$ cat config.mk
export PLATFORM = sky130hd
export DESIGN_NAME = dark_line_run_finder_core
export DESIGN_NICKNAME = d
export VERILOG_FILES = /design/src/rtl/dlrf_pkg.sv /design/src/rtl/dlrf_cfg.sv /design/src/rtl/dlrf_scan.sv /design/src/rtl/dlrf_result.sv /design/src/rtl/dark_line_run_finder_core.sv
export SDC_FILE = /design/constraint.sdc
export NUM_CORES = 1
export LEC_CHECK = 0
export BUFFER_PORTS_ARGS = -buffer_cell sky130_fd_sc_hd__buf_2
export CORE_ASPECT_RATIO = 1.25
export CORE_MARGIN = 3
export CORE_UTILIZATION = 50
export DETAILED_ROUTE_END_ITERATION = 12
export PLACE_DENSITY = 0.71
export SKIP_LAST_GASP = 1
export SLEW_MARGIN = 20
export SYNTH_ARGS = -nofsm -noshare
export SYNTH_HDL_FRONTEND = slang
export SYNTH_SLANG_ARGS = --single-unit
$ cat constraint.sdc
create_clock -name i_clk -period 19.5 [get_ports i_clk]
set_clock_uncertainty 0.2 [all_clocks]
set_input_delay 3.9 -clock i_clk [delete_from_list [all_inputs] [get_ports i_clk]]
set_output_delay 3.9 -clock i_clk [all_outputs]
set_load 0.01 [all_outputs]
$ cat src/rtl/dlrf_pkg.sv
// ----------------------------------------------------------------------------
// dlrf_pkg
// Shared types and constants for the dark line run finder.
// ----------------------------------------------------------------------------
package dlrf_pkg;

    localparam int COLUMNS     = 80;
    localparam int COL_W       = $clog2(COLUMNS + 1);
    localparam int PIX_W       = 8;
    localparam int POS_W       = 8;
    localparam int COUNT_W     = 3;
    localparam int CFG_IDX_W   = 1;
    localparam int CFG_DATA_W  = 8;

    localparam logic [POS_W-1:0]   EDGE_COLUMN = POS_W'(COLUMNS - 1);
    localparam logic [POS_W-1:0]   NO_COLUMN   = '1;
    localparam logic [COUNT_W-1:0] COUNT_MAX   = '1;

    localparam logic [PIX_W-1:0]   THRESHOLD_RESET = PIX_W'(128);
    localparam logic [COUNT_W-1:0] LIMIT_RESET     = COUNT_W'(5);

    localparam logic [CFG_IDX_W-1:0] CFG_DARK_THRESHOLD   = CFG_IDX_W'(0);
    localparam logic [CFG_IDX_W-1:0] CFG_RUN_LENGTH_LIMIT = CFG_IDX_W'(1);

    typedef enum logic [1:0] {
        PH_SEARCH,
        PH_CHECK,
        PH_TRACK,
        PH_DONE
    } t_phase;

    typedef struct packed {
        logic [PIX_W-1:0]   dark_threshold;
        logic [COUNT_W-1:0] run_length_limit;
    } t_cfg;

    typedef struct packed {
        t_phase           phase;
        logic [POS_W-1:0] run_begin;
        logic [POS_W-1:0] run_finish;
    } t_run_info;

endpackage

$ cat src/rtl/dlrf_cfg.sv
// ----------------------------------------------------------------------------
// dlrf_cfg
// Configuration register file written through the configuration channel.
// ----------------------------------------------------------------------------
module dlrf_cfg (
    input  logic                             i_clk,
    input  logic                             i_rst_n,
    input  logic                             i_wr_en,
    input  logic [dlrf_pkg::CFG_IDX_W-1:0]   i_index,
    input  logic [dlrf_pkg::CFG_DATA_W-1:0]  i_data,
    output dlrf_pkg::t_cfg                   o_cfg
);
    import dlrf_pkg::*;

    logic [PIX_W-1:0]   r_threshold;
    logic [COUNT_W-1:0] r_limit;

    always_ff @(posedge i_clk) begin
        if (!i_rst_n) begin
            r_threshold <= THRESHOLD_RESET;
            r_limit     <= LIMIT_RESET;
        end else if (i_wr_en) begin
            case (i_index)
                CFG_DARK_THRESHOLD: begin
                    r_threshold <= i_data[PIX_W-1:0];
                end
                CFG_RUN_LENGTH_LIMIT: begin
                    r_limit <= i_data[COUNT_W-1:0];
                end
                default: begin
                end
            endcase
        end
    end

    assign o_cfg = '{dark_threshold: r_threshold, run_length_limit: r_limit};

endmodule

$ cat src/rtl/dlrf_scan.sv
// ----------------------------------------------------------------------------
// dlrf_scan
// Per-pixel run tracking state machine with column counter.
// ----------------------------------------------------------------------------
module dlrf_scan (
    input  logic                         i_clk,
    input  logic                         i_rst_n,
    input  logic                         i_accept,
    input  logic [dlrf_pkg::PIX_W-1:0]   i_pixel,
    input  logic                         i_row_last,
    input  dlrf_pkg::t_cfg               i_cfg,
    output dlrf_pkg::t_run_info          o_info
);
    import dlrf_pkg::*;

    t_phase             r_phase;
    logic [POS_W-1:0]   r_begin;
    logic [POS_W-1:0]   r_finish;
    logic [COUNT_W-1:0] r_count;
    logic [COL_W-1:0]   r_column;

    t_phase             n_phase;
    logic [POS_W-1:0]   n_begin;
    logic [POS_W-1:0]   n_finish;
    logic [COUNT_W-1:0] n_count;
    logic [COL_W-1:0]   n_column;

    logic               w_in_row;
    logic               w_dark;
    logic               w_bright;
    logic [COUNT_W-1:0] w_count_inc;
    logic [POS_W-1:0]   w_col_pos;

    assign w_in_row    = (r_column < COL_W'(COLUMNS));
    assign w_dark      = (i_pixel < i_cfg.dark_threshold);
    assign w_bright    = (i_pixel > i_cfg.dark_threshold);
    assign w_count_inc = (r_count == COUNT_MAX) ? r_count : r_count + COUNT_W'(1);
    assign w_col_pos   = POS_W'(r_column);

    always_comb begin
        n_phase = r_phase;
        if (w_in_row) begin
            case (r_phase)
                PH_SEARCH: begin
                    if (w_dark) n_phase = PH_CHECK;
                end
                PH_CHECK: begin
                    if (!w_dark) begin
                        n_phase = PH_SEARCH;
                    end else if (w_count_inc > i_cfg.run_length_limit) begin
                        n_phase = PH_TRACK;
                    end
                end
                PH_TRACK: begin
                    if (w_bright) n_phase = PH_DONE;
                end
                default: begin
                end
            endcase
        end
    end

    always_comb begin
        n_begin  = r_begin;
        n_finish = r_finish;
        n_count  = r_count;
        n_column = r_column;
        if (w_in_row) begin
            n_column = r_column + COL_W'(1);
            case (r_phase)
                PH_SEARCH: begin
                    if (w_dark) begin
                        n_begin = w_col_pos;
                        n_count = COUNT_W'(1);
                    end
                end
                PH_CHECK: begin
                    if (w_dark) begin
                        n_count = w_count_inc;
                    end else begin
                        n_count = '0;
                        n_begin = NO_COLUMN;
                    end
                end
                PH_TRACK: begin
                    if (w_bright) n_finish = w_col_pos;
                end
                default: begin
                end
            endcase
        end
    end

    always_ff @(posedge i_clk) begin
        if (!i_rst_n) begin
            r_phase  <= PH_SEARCH;
            r_begin  <= NO_COLUMN;
            r_finish <= NO_COLUMN;
            r_count  <= '0;
            r_column <= '0;
        end else if (i_accept) begin
            if (i_row_last) begin
                r_phase  <= PH_SEARCH;
                r_begin  <= NO_COLUMN;
                r_finish <= NO_COLUMN;
                r_count  <= '0;
                r_column <= '0;
            end else begin
                r_phase  <= n_phase;
                r_begin  <= n_begin;
                r_finish <= n_finish;
                r_count  <= n_count;
                r_column <= n_column;
            end
        end
    end

    assign o_info = '{phase: n_phase, run_begin: n_begin, run_finish: n_finish};

    a_search_clear: assert property (@(posedge i_clk) disable iff (!i_rst_n)
        r_phase == PH_SEARCH |-> r_begin == NO_COLUMN && r_count == '0)
        else $error("search phase holds a run");

    a_run_has_begin: assert property (@(posedge i_clk) disable iff (!i_rst_n)
        r_phase != PH_SEARCH |-> r_begin != NO_COLUMN)
        else $error("active run without start column");

    a_finish_only_done: assert property (@(posedge i_clk) disable iff (!i_rst_n)
        (r_finish != NO_COLUMN) == (r_phase == PH_DONE))
        else $error("end column out of step with phase");

    a_column_bound: assert property (@(posedge i_clk) disable iff (!i_rst_n)
        r_column <= COL_W'(COLUMNS))
        else $error("column counter past row width");

endmodule

$ cat src/rtl/dlrf_result.sv
// ----------------------------------------------------------------------------
// dlrf_result
// Row-end correction, center calculation and output register.
// ----------------------------------------------------------------------------
module dlrf_result (
    input  logic                         i_clk,
    input  logic                         i_rst_n,
    input  logic                         i_load,
    input  dlrf_pkg::t_run_info          i_info,
    input  logic                         i_out_stall,
    output logic                         o_valid,
    output logic [dlrf_pkg::POS_W-1:0]   o_start,
    output logic [dlrf_pkg::POS_W-1:0]   o_end,
    output logic [dlrf_pkg::POS_W-1:0]   o_center
);
    import dlrf_pkg::*;

    logic               r_valid;
    logic [POS_W-1:0]   r_start;
    logic [POS_W-1:0]   r_end;
    logic [POS_W-1:0]   r_center;

    logic [POS_W-1:0]   w_start;
    logic [POS_W-1:0]   w_end;
    logic               w_start_pos;
    logic signed [POS_W:0] w_span;
    logic signed [POS_W:0] w_half;

    assign w_start_pos = !i_info.run_begin[POS_W-1] && (i_info.run_begin != '0);

    always_comb begin
        w_start = i_info.run_begin;
        w_end   = i_info.run_finish;
        if (w_start_pos && i_info.run_finish[POS_W-1]) begin
            if (i_info.phase == PH_TRACK) begin
                w_end = EDGE_COLUMN;
            end else begin
                w_start = NO_COLUMN;
            end
        end
    end

    assign w_span = $signed({w_end[POS_W-1], w_end}) - $signed({w_start[POS_W-1], w_start});
    assign w_half = (w_span + $signed({{POS_W{1'b0}}, w_span[POS_W]})) >>> 1;

    always_ff @(posedge i_clk) begin
        if (!i_rst_n) begin
            r_valid <= 1'b0;
        end else if (i_load) begin
            r_valid <= 1'b1;
        end else if (!i_out_stall) begin
            r_valid <= 1'b0;
        end
    end

    always_ff @(posedge i_clk) begin
        if (i_load) begin
            r_start  <= w_start;
            r_end    <= w_end;
            r_center <= w_start + w_half[POS_W-1:0];
        end
    end

    assign o_valid  = r_valid;
    assign o_start  = r_start;
    assign o_end    = r_end;
    assign o_center = r_center;

    a_no_overwrite: assert property (@(posedge i_clk) disable iff (!i_rst_n)
        i_load |-> !(r_valid && i_out_stall))
        else $error("pending result overwritten");

    a_load_shows: assert property (@(posedge i_clk) disable iff (!i_rst_n)
        i_load |=> r_valid)
        else $error("loaded result not presented");

    a_open_end: assert property (@(posedge i_clk) disable iff (!i_rst_n)
        r_valid && r_end == NO_COLUMN |-> r_start == NO_COLUMN || r_start == '0)
        else $error("open run with positive start column");

endmodule

$ cat src/rtl/dark_line_run_finder_core.sv
// ----------------------------------------------------------------------------
// dark_line_run_finder_core
// Finds one dark line run per camera row and reports start, end and center.
// ----------------------------------------------------------------------------
//  Channel  | Handshake                        | Payload
//  ---------+----------------------------------+-------------------------------
//  input    | i_in_valid  / o_in_stall         | i_pixel, i_row_last
//  output   | o_out_valid / i_out_stall        | o_line_start, o_line_end,
//           |                                  | o_line_center
//  config   | i_cfg_valid / o_cfg_ready        | i_cfg_index, i_cfg_data
//
// One pixel transaction per cycle while o_in_stall is low; the run state machine is registered.
// A row result appears in the cycle after the row_last transaction.
// The input stalls only when a row_last pixel meets a result held by i_out_stall.
// Synchronous active-low reset restores register defaults and an empty row.
// ----------------------------------------------------------------------------
module dark_line_run_finder_core (
    input  logic                              i_clk,
    input  logic                              i_rst_n,
    input  logic                              i_in_valid,
    output logic                              o_in_stall,
    input  logic [dlrf_pkg::PIX_W-1:0]        i_pixel,
    input  logic                              i_row_last,
    output logic                              o_out_valid,
    input  logic                              i_out_stall,
    output logic signed [dlrf_pkg::POS_W-1:0] o_line_start,
    output logic signed [dlrf_pkg::POS_W-1:0] o_line_end,
    output logic signed [dlrf_pkg::POS_W-1:0] o_line_center,
    input  logic                              i_cfg_valid,
    output logic                              o_cfg_ready,
    input  logic [dlrf_pkg::CFG_IDX_W-1:0]    i_cfg_index,
    input  logic [dlrf_pkg::CFG_DATA_W-1:0]   i_cfg_data
);
    import dlrf_pkg::*;

    t_cfg             w_cfg;
    t_run_info        w_info;
    logic             w_accept;
    logic             w_res_valid;
    logic [POS_W-1:0] w_start;
    logic [POS_W-1:0] w_end;
    logic [POS_W-1:0] w_center;

    assign o_cfg_ready = 1'b1;
    assign o_in_stall  = w_res_valid && i_out_stall && i_row_last;
    assign w_accept    = i_in_valid && !o_in_stall;

    dlrf_cfg u_cfg (
        .i_clk   (i_clk),
        .i_rst_n (i_rst_n),
        .i_wr_en (i_cfg_valid && o_cfg_ready),
        .i_index (i_cfg_index),
        .i_data  (i_cfg_data),
        .o_cfg   (w_cfg)
    );

    dlrf_scan u_scan (
        .i_clk      (i_clk),
        .i_rst_n    (i_rst_n),
        .i_accept   (w_accept),
        .i_pixel    (i_pixel),
        .i_row_last (i_row_last),
        .i_cfg      (w_cfg),
        .o_info     (w_info)
    );

    dlrf_result u_result (
        .i_clk       (i_clk),
        .i_rst_n     (i_rst_n),
        .i_load      (w_accept && i_row_last),
        .i_info      (w_info),
        .i_out_stall (i_out_stall),
        .o_valid     (w_res_valid),
        .o_start     (w_start),
        .o_end       (w_end),
        .o_center    (w_center)
    );

    assign o_out_valid   = w_res_valid;
    assign o_line_start  = $signed(w_start);
    assign o_line_end    = $signed(w_end);
    assign o_line_center = $signed(w_center);

endmodule
==> results of run 1 <==
==> critical path, delay by kind of cell <==
family,cells,cell delay [ns]
AOI/OAI and AO/OA,13,3.44
xor gates and xnor gates,4,0.73
adders and majority gates,5,1.48
buffers and inverters,2,0.14
and+or+nand+nor,6,0.90
==> synthesized netlist by cell type (3+ instances only) <==
library cell	count	area (um^2)
a21boi_0	11	82.6
a21oi_1	12	60.1
a31oi_1	4	25.0
and2_1	15	93.8
clkbuf_1	10	37.5
dfxtp_1	40	801
edfxtp_1	24	721
ha_1	30	375
inv_1	21	78.8
mux2_2	3	33.8
mux2i_1	14	140
nand2_1	59	221
nand3_1	13	65.1
nand4_1	6	37.5
nor2_1	25	93.8
nor2b_1	11	68.8
nor3_1	5	25.0
o211ai_1	11	82.6
o21a_1	7	52.6
o21ai_0	15	75.1
o221ai_1	4	35.0
o31a_1	3	26.3
or2_2	4	25.0
or3_1	6	37.5
xnor2_1	13	114
xor2_1	9	78.8
==> final timing paths <==
check,startpoint,endpoint,cells after the start
hold reg to reg,u_cfg.r_threshold[5],u_cfg.r_threshold[5],2
setup reg to reg,u_cfg.r_threshold[1],u_result.o_center[7],30
hold / removal,u_cfg.r_threshold[5],u_cfg.r_threshold[5],2
setup / recovery,i_pixel[1],u_result.o_center[7],30
==> kinds of logic (layout without fill, tap and decap cells) <==
kind of cell	count (synthesis)	in the layout
flip-flops	64	64
other	1	1
buffers and inverters	34	85
multiplexers	17	17
AND/OR/NAND/NOR	160	160
AO/OA/AOI/OAI	86	86
adder cells (fa/ha/maj)	32	32
XOR/XNOR	22	22
==> sequential cells by signal, summed over array words and instances (netlist names), 2 cells and up <==
name and cells:
u_scan.r_column 7, u_cfg.r_limit 3, u_scan.r_count 3, u_result.o_center 8, u_scan.r_finish 8, u_cfg.r_threshold 8
u_result.o_end 8, u_scan.r_begin 8, u_scan.r_phase 2, u_result.o_start 8
==> report_power, final <==
group	switching, mW	internal (mW)
Clock	0.0562	0.0474
Sequential	0.00484	0.159
Combinational	0.0946	0.0746
Total	0.156	0.281
==> cell type report <==
type / count / area [um^2] / share of cell area
Clock inverter: 7 / 55.1 / 0.0127
Tap cell: 92 / 115 / 0.0266
Multi-Input combinational cell: 318 / 2200 / 0.508
Clock buffer: 9 / 124 / 0.0286
Inverter: 21 / 78.8 / 0.0182
Sequential cell: 64 / 1520 / 0.351
Timing Repair Buffer: 48 / 240 / 0.0554
==> per-layer routing <==
metal  up-vias  wire length (um)
met5         -                 0
met2        85              4230
met1      1424              3370
met4         0               230
met3        20               339
li1       1577                 -
==> metrics by stage <==
stage / area [um^2] / total power [mW] / instances
2_1_floorplan: 3860 / 0.296 / 416
3_3_place_gp: 4160 / 0.329 / 543
3_5_place_dp: 4160 / 0.336 / 543
4_1_cts: 4330 / 0.440 / 559
5_1_grt: 4330 / 0.468 / 559
6_report: 4330 / 0.436 / 559
==> summary.txt, run 1 <==
Synth
  – Synth Area in XOR/XNOR: 0.0499
  – Syn Inst Count: between 400 and 500
  – Synth async-reset ratio: 0
  – Synth Cell Area: slightly below 4000 um^2
  – Post-synthesis sequential area ratio: 0.394
  – Mean Syn Cell Area: just over 9 um^2
  – Synthesis-stage register bit count: 64
  – Simple-gate share of the synthesized area: 0.207
  – Number of library cell types mapped by synthesis: between 50 and 60
  – Adder-cell share of the synthesized area: 0.108
  – Syn Nets: between 400 and 500
  – Yosys warnings: 0
  – Complex-gate fraction of the synthesized area: 0.159
  – Multiplexer share of the synthesized area: 0.0450
  – EDFF count, synth: 24
  – Ys flop type: dfxtp_1
  – Largest family of logic cells by synthesized area: simple AND/OR/NAND/NOR gates

Routing
  – Remaining DRCs: 0
  – Total length of routed wires: ~8200 um
  – Vias per cell: around 5.6
  – Drt first pass iters: 4
  – Detailed-route via count: a little over 3,000
  – Routed wire per std cell: between 10 and 15 um
  – DRT antenna net count: 0
  – Initial DRC count: around 130

Setup path
  – R2R setup slack: ~12 ns
  – CP max FO: 13
  – CP max stage cell: o31a_1
  – Arrival time worst endpoint: approximately 11 ns
  – Slowest stage delay, CP: around 0.46 ns
  – Most common cell on crit path: ha_1
  – CP required: ~19 ns
  – Nature of the critical path endpoint: flip-flop
  – Startpoint types: input pin
  – Crit Path Class: in2reg

Power
  – Leakage power: approximately 1.7 nW
  – Max VDD drop: around 0.057 mV
  – Pwr dens: a little over 100 nW/um^2

Clock network
  – Root buffer cell: clkbuf_8
  – Hold Buf Count CTS: 0
  – Post-cts sizing count: 0
  – Num CTS Buffers: 9
  – Clock Tree Buf Depth: 2
  – Skew-Pair Late Insertion Delay: approximately 0.35 ns
  – Setup Fix Bufs, Post-CTS: 0
  – Clock-pin slew on the worst setup and hold paths: ~0.08 ns
  – TritonCTS clock tree: built
  – CTS H-Tree Depth: 3
  – Sink Count: 64

Floorplanning
  – Row Count: 35
  – Chip Height: roughly 100 um
  – Initial core utilization: 0.519
  – Chip width: 84.6 um
  – DIE AREA: a little under 9000 um^2
  – IO Pins: 50
  – CORE AREA: 7440 um^2

Global routing
  – Largest net degree at the start of global routing: 25
  – GRT Overall Usage: 0.197
  – Vias in the first global route: 3,077
  – GR Layer Usage met2: 0.349
  – Initial antenna violation count: 0
  – First-pass GRT wire length: around 14,000 um
  – Grt ovf: 0
  – Met3 Use GR: 0.0404
  – Grt met1 use: 0.224
  – Grt peak-use layer: met2

Timing
  – Fmax: slightly above 0.09 GHz
  – PnR worst setup slack: approximately 8.8 ns
  – Slew @ Worst Pin: ~0.93 ns
  – Final Critical Period: approximately 11 ns
  – Fin. Hold Viols: 0
  – Slew HR: 0.382
  – Sum of negative setup slack: 0 ns
  – RSZ-0062 raised after global routing: false
  – Pins Over Slew Limit: 0
  – Fin Hold WS: roughly 0.26 ns
  – Setup violations, final: 0
  – Tcrit/Tclk final: 0.549

Layout
  – Commonest non-fill, non-tap cell in the layout: nand2_1
  – Fill cells: around 700
  – Antenna Cells: 0
  – Fin nets: about 520
  – Layout cells sized above 1: 0.173
  – Most frequent cells in the layout: nand2_1, buf_2, dfxtp_1
  – Final Util: 0.582
  – Area delta synth->final: 12.2%

Job
  – Max_cap viols: 0

Placed design
  – DP HPWL: 6440 um
  – Buffers on Ports: 48
  – Routability cong.: about 0.95
  – Place WS: about 8.5 ns

Min path
  – Hold/Removal Path Class: reg2reg

Run status
  – Status: completed
Power figures use the tool's default switching activity.
==> run 2, diff against run 1 <==
--- a/config.mk
+++ b/config.mk
@@ -10,7 +10,7 @@
 export CORE_MARGIN = 3
 export CORE_UTILIZATION = 50
 export DETAILED_ROUTE_END_ITERATION = 12
-export PLACE_DENSITY = 0.71
+export PLACE_DENSITY = 0.73
 export SKIP_LAST_GASP = 1
 export SLEW_MARGIN = 20
 export SYNTH_ARGS = -nofsm -noshare
==> constraint.sdc (replaced) <==
create_clock -name i_clk -period 9.6 [get_ports i_clk]
set_clock_uncertainty 0.2 [all_clocks]
set_input_delay 1.92 -clock i_clk [delete_from_list [all_inputs] [get_ports i_clk]]
set_output_delay 1.92 -clock i_clk [all_outputs]
set_load 0.01 [all_outputs]
==> run 2 against run 1 <==
  * Hold slack better by 0.0062 ns
  * Via count is 1.1% higher
  * Critical path depth is the same
  * Critical path type unchanged
==> summary.txt, run 2 (synthesis results as in run 1) <==
Timing
  – Final Critical Period: 8.75 ns
  – Sum of negative setup slack: 0 ns
  – Setup violations, final: 0
  – Tcrit/Tclk final: 0.912
  – Fin. Hold Viols: 0
  – Fin Hold WS: approximately 0.27 ns
  – Slew HR: 0.358
  – Pins Over Slew Limit: 0
  – RSZ-0062 raised after global routing: false
  – Slew @ Worst Pin: 0.962 ns
  – Fmax: around 0.11 GHz

Power
  – Pwr dens: around 210 nW/um^2
  – Comb pwr share: 0.366
  – Max VDD drop: around 0.14 mV
  – Clock power frac: 0.281
  – Seq pwr share: 0.352
  – Pint: 0.626 mW
  – Switching Fraction: 0.337
  – Switching pwr: around 0.32 mW
  – Leakage power: 1.75 nW

Clock network
  – Setup Fix Bufs, Post-CTS: 0
  – Num CTS Buffers: 9
  – Clock Tree Buf Depth: 2
  – TritonCTS clock tree: built
  – Post-cts sizing count: 0
  – Sink Count: 64
  – Root buffer cell: clkbuf_8
  – Hold Buf Count CTS: 0
  – Clock-pin slew on the worst setup and hold paths: around 0.08 ns
  – CTS H-Tree Depth: 3
  – Skew-Pair Late Insertion Delay: around 0.35 ns

Setup path
  – CP max FO: 13
  – Worst path bufs/invs: 2
  – Most common cell on crit path: ha_1
  – CP max stage cell: o31a_1
  – CP required: ~9.5 ns
  – Slowest stage delay, CP: about 0.47 ns
  – Nature of the critical path endpoint: flip-flop
  – Cell family with most CP delay: compound AO/OA/AOI/OAI gates
  – Startpoint types: input pin
  – Arrival time worst endpoint: between 8 and 9 ns
  – Crit Path Class: in2reg

Layout
  – Commonest non-fill, non-tap cell in the layout: nand2_1
  – Fin nets: between 500 and 600
  – Most frequent cells in the layout: nand2_1, buf_2, dfxtp_1
  – Final Util: 0.590
  – Final Non-Filler Cells: between 500 and 600
  – Area delta synth->final: 13.8%
  – Layout cells sized above 1: 0.175
  – Antenna Cells: 0
  – Fill cells: 671

Floorplanning
  – Chip Height: approximately 100 um
  – IO Pins: 50
  – CORE AREA: 7440 um^2
  – Chip width: roughly 85 um
  – Row Count: 35
  – Initial core utilization: 0.519
  – DIE AREA: 8820 um^2

Routing
  – Drt first pass iters: 4
  – Routed wire per std cell: around 15 um
  – Detailed-route via count: between 3,000 and 4,000
  – DRT antenna net count: 0
  – Initial DRC count: 130
  – Total length of routed wires: roughly 8300 um
  – Vias per cell: approximately 5.6
  – Remaining DRCs: 0

Min path
  – Hold/Removal Path Class: reg2reg

Placed design
  – Buffers on Ports: 48
  – DP HPWL: about 6300 um
  – Cell total after placement: between 500 and 600
  – Routability cong.: approximately 0.85

Global routing
  – First-pass GRT wire length: approximately 14,000 um
  – Largest net degree at the start of global routing: 25
  – GRT Overall Usage: 0.195
  – Vias in the first global route: between 3,000 and 4,000
  – Grt ovf: 0
  – Initial antenna violation count: 0

Job
  – Max_cap viols: 0

Run status
  – Status: completed
-- run 2: cell count changes in the layout (fill, tap and decap cells not counted), sizes merged --
cell    change
buf         +1
bufinv      +1
clkbuf      +2
clkinv      -1
inv         -2
-- run 2: per-stage QoR --
step / cell area [um^2] / setup slack (ns) / power [mW]
2_1_floorplan: 3860 / 1.68 / 0.602
3_3_place_gp: 4160 / 0.886 / 0.666
4_1_cts: 4400 / 0.857 / 0.950
3_5_place_dp: 4160 / 0.603 / 0.683
6_report: 4400 / 0.848 / 0.945
5_1_grt: 4400 / 0.369 / 1.00
-- run 2: final timing paths --
path	cells past startpoint	start	slack, ns	end
setup reg to reg	30	u_cfg.r_threshold[1]	2.14	u_result.o_center[7]
hold reg to reg	2	u_cfg.r_threshold[2]	0.27	u_cfg.r_threshold[2]
hold / removal	2	u_cfg.r_threshold[2]	0.27	u_cfg.r_threshold[2]
setup / recovery	30	i_pixel[1]	0.85	u_result.o_center[7]
-- run 2: worst register-to-register path: cells and delay by family, from the launching register on --
family | cells | cell delay (ns)
AOI/OAI and AO/OA | 13 | 3.52
xor gates and xnor gates | 4 | 0.74
adders and majority gates | 5 | 1.44
buffers and inverters | 2 | 0.09
DFF | 1 | 0.33
and+or+nand+nor | 6 | 0.89
-- run 2: power groups by stage --
stage | Sequential [mW] | Combinational, mW | Clock [mW]
2_1_floorplan | 0.346 | 0.257 | 0
3_3_place_gp | 0.337 | 0.329 | 0
3_5_place_dp | 0.340 | 0.343 | 0
4_1_cts | 0.334 | 0.348 | 0.269
5_1_grt | 0.335 | 0.384 | 0.281
6_report | 0.333 | 0.346 | 0.266
-- run 2: area by class of cell --
cell class	instances	area, um^2	share of cell area
tap	92	115	0.0262
inverter	21	78.8	0.0179
multi-input combinational	318	2200	0.500
timing repair buffer	49	248	0.0564
clock buffer	11	174	0.0396
sequential	64	1520	0.346
clock inverter	5	58.8	0.0134
-- run 2: per-layer routing --
layer	part of all wire	vias up	GRT usage	routed length, um
li1	-	1575	-	-
met1	0.41	1454	0.216	3370
met2	0.52	89	0.350	4300
met3	0.046	21	0.0460	381
met4	0.027	0	0.0848	223
met5	0	-	0	0
==> run 3, diff against run 2 <==
--- a/config.mk
+++ b/config.mk
@@ -5,14 +5,18 @@
 export SDC_FILE = /design/constraint.sdc
 export NUM_CORES = 1
 export LEC_CHECK = 0
+export ABC_AREA = 0
 export BUFFER_PORTS_ARGS = -buffer_cell sky130_fd_sc_hd__buf_2
+export CELL_PAD_IN_SITES_DETAIL_PLACEMENT = 0
+export CELL_PAD_IN_SITES_GLOBAL_PLACEMENT = 1
 export CORE_ASPECT_RATIO = 1.25
 export CORE_MARGIN = 3
-export CORE_UTILIZATION = 50
+export CORE_UTILIZATION = 41
 export DETAILED_ROUTE_END_ITERATION = 12
-export PLACE_DENSITY = 0.73
+export PLACE_DENSITY_LB_ADDON = 0.1
 export SKIP_LAST_GASP = 1
 export SLEW_MARGIN = 20
 export SYNTH_ARGS = -nofsm -noshare
 export SYNTH_HDL_FRONTEND = slang
+export SYNTH_HIERARCHICAL = 1
 export SYNTH_SLANG_ARGS = --single-unit
==> run 3 against run 2 <==
  * Die area grew 29%
  * Sequential share of layout area shrank 2.7 points
  * First-iteration DRC count grew 14%
  * Hold slack lost 0.012 ns
  * Setup slack gained 0.38 ns
  * Clock power grew 30%
  * Synthesized area grew 7.3%
  * Sequential power is essentially flat
  * Clock-buffer cell count shrank 2
  * Register-to-register slack gained 0.35 ns
  * Via count grew 7.8%
  * Synthesized cell count grew 7.7%
==> summary.txt, run 3 <==
Timing
  – Fmax: roughly 0.12 GHz
  – Slew @ Worst Pin: between 0.7 and 0.8 ns
  – Setup violations, final: 0
  – Fin Hold WS: ~0.26 ns
  – Tcrit/Tclk final: 0.873
  – RSZ-0062 raised after global routing: false
  – Slew HR: 0.506
  – Pins Over Slew Limit: 0
  – Final Critical Period: about 8.4 ns
  – Fin. Hold Viols: 0
  – PnR worst setup slack: 1.22 ns
  – Sum of negative setup slack: 0 ns

Routing
  – Initial DRC count: 148
  – DRT antenna net count: 0
  – Remaining DRCs: 0
  – Detailed-route via count: about 3,400
  – Max layer used: met4
  – Drt first pass iters: 4
  – Metal3 WL: around 220 um
  – DRT met1 WL: around 4100 um
  – Met2 wire len: between 5000 and 6000 um
  – Routed wire per std cell: roughly 16 um
  – Vias per cell: roughly 5.4
  – Total length of routed wires: 9790 um

Synth
  – Synth Cell Area: about 4100 um^2
  – Syn Nets: approximately 500
  – Synthesis-stage register bit count: 64
  – Number of library cell types mapped by synthesis: between 70 and 80
  – Ys flop type: dfxtp_1
  – Dominant cells by area after synthesis: dfxtp_1, edfxtp_1, ha_1
  – Yosys warnings: 6
  – Synth async-reset ratio: 0
  – Post-synthesis sequential area ratio: 0.367
  – Share of the synthesized area in the top cell type: 0.193
  – Largest area contributor in the netlist: dfxtp_1
  – Syn Inst Count: roughly 450
  – Commonest cells post-synth: dfxtp_1, nand2_1, inv_1, nor2_1, ha_1
  – Mean Syn Cell Area: slightly above 9 um^2
  – EDFF count, synth: 24

Clock network
  – Sink Count: 64
  – Skew-Pair Late Insertion Delay: 0.33 ns
  – Root buffer cell: clkbuf_16
  – Hold Buf Count CTS: 0
  – TritonCTS clock tree: built
  – CTS H-Tree Depth: 3
  – Num CTS Buffers: 9
  – Clock-pin slew on the worst setup and hold paths: approximately 0.060 ns
  – Post-cts sizing count: 0
  – Clock Tree Buf Depth: 2
  – Setup Fix Bufs, Post-CTS: 0

Min path
  – HP Start: u_cfg/r_threshold[6]
  – Hold/Removal Path Class: reg2reg

Layout
  – Final Util: 0.492
  – Most frequent cells in the layout: buf_2, nand2_1, dfxtp_1
  – Final Instance Area: 4770 um^2
  – Footprint of the multi-input gates: approximately 2400 um^2
  – Layout cells sized above 1: 0.194
  – Area delta synth->final: 15.3%
  – Fill cells: 955
  – Antenna Cells: 0
  – Final Non-Filler Cells: 622
  – Commonest non-fill, non-tap cell in the layout: buf_2
  – Storage cell area: around 1500 um^2
  – Fin nets: around 540

Power
  – Pwr dens: 227 nW/um^2
  – Seq pwr share: 0.309
  – Clock power frac: 0.320
  – Switching pwr: about 0.36 mW
  – Pint: just over 0.7 mW
  – Leakage power: ~2.0 nW
  – Comb pwr share: 0.371
  – Max VDD drop: about 0.085 mV
  – Switching Fraction: 0.330
  – Power Total: 1.08 mW

Global routing
  – Vias in the first global route: approximately 3,400
  – Initial antenna violation count: 0
  – Grt ovf: 0
  – First-pass GRT wire length: approximately 16,000 um
  – Largest net degree at the start of global routing: 32
  – GRT Overall Usage: 0.184

Setup path
  – Nature of the critical path endpoint: flip-flop
  – Slowest stage delay, CP: 0.43 ns
  – Worst path bufs/invs: 1
  – Most common cell on crit path: ha_1
  – CP required: 9.48 ns
  – Cell family with most CP delay: compound AO/OA/AOI/OAI gates
  – Crit Path Class: in2reg
  – Startpoint types: input pin
  – R2R Path Start: u_scan/r_count[0]
  – CP max FO: 15
  – Crit path from: i_pixel[5]
  – CP max stage cell: a2111o_1
  – Arrival time worst endpoint: about 8.3 ns

Placed design
  – Place WS: roughly 0.9 ns
  – DP HPWL: approximately 7500 um
  – Routability cong.: ~0.85
  – Cell total after placement: roughly 600
  – Post-placement cell area: approximately 4500 um^2
  – Buffers on Ports: 48

Floorplanning
  – CORE AREA: just under 10,000 um^2
  – DIE AREA: roughly 11,000 um^2
  – Initial core utilization: 0.427
  – Chip width: 95.9 um
  – Row Count: 40
  – IO Pins: 50
  – Chip Height: ~120 um

Run status
  – Status: completed

Job
  – Max_cap viols: 0
run 3: logic make-up (layout without fill, tap and decap cells):
family	Yosys count	in the layout	share of synthesized area
and+or+nand+nor	158	158	0.205
AOI/OAI and AO/OA	102	102	0.186
DFF	64	64	0.367
buffers and inverters	54	102	0.0580
adders and majority gates	30	30	0.0924
xor gates and xnor gates	22	22	0.0465
muxes	17	17	0.0435
other	1	1	0.000905
run 3: power groups by stage:
stage               combinational [mW]  sequential [mW]  clock, mW
finish                           0.403            0.334      0.347
floorplan                        0.303            0.348          0
CTS                              0.406            0.335      0.358
detailed placement               0.403            0.341          0
global placement                 0.400            0.340          0
global route                     0.453            0.337      0.371
run 3: worst min-delay path, stage by stage, from the launching register on:
cell and delay [ns]:
dfxtp_1 0.30, nand2_1 0.05, mux2i_1 0.05
run 3: final timing paths:
kind,end,slack [ns],cells past startpoint
worst max-delay path,u_result/o_center[7],1.22,30
worst min-delay path,u_cfg/r_threshold[6],0.26,2
worst max register to register,u_result/o_center[7],2.49,31
worst min register to register,u_cfg/r_threshold[6],0.26,2
run 3: routing by layer:
layer,global-route usage,up-vias
met3,0.0369,21
met4,0.0863,0
met1,0.208,1598
met2,0.323,48
met5,0,-
li1,-,1717
run 3: cell type report:
| type | instances | area share |
|---|---|---|
| multi-input combinational | 330 | 0.499 |
| clock inverter | 7 | 0.0202 |
| clock buffer | 9 | 0.0472 |
| sequential | 64 | 0.319 |
| timing repair buffer | 50 | 0.0535 |
| tap | 126 | 0.0330 |
| inverter | 36 | 0.0283 |
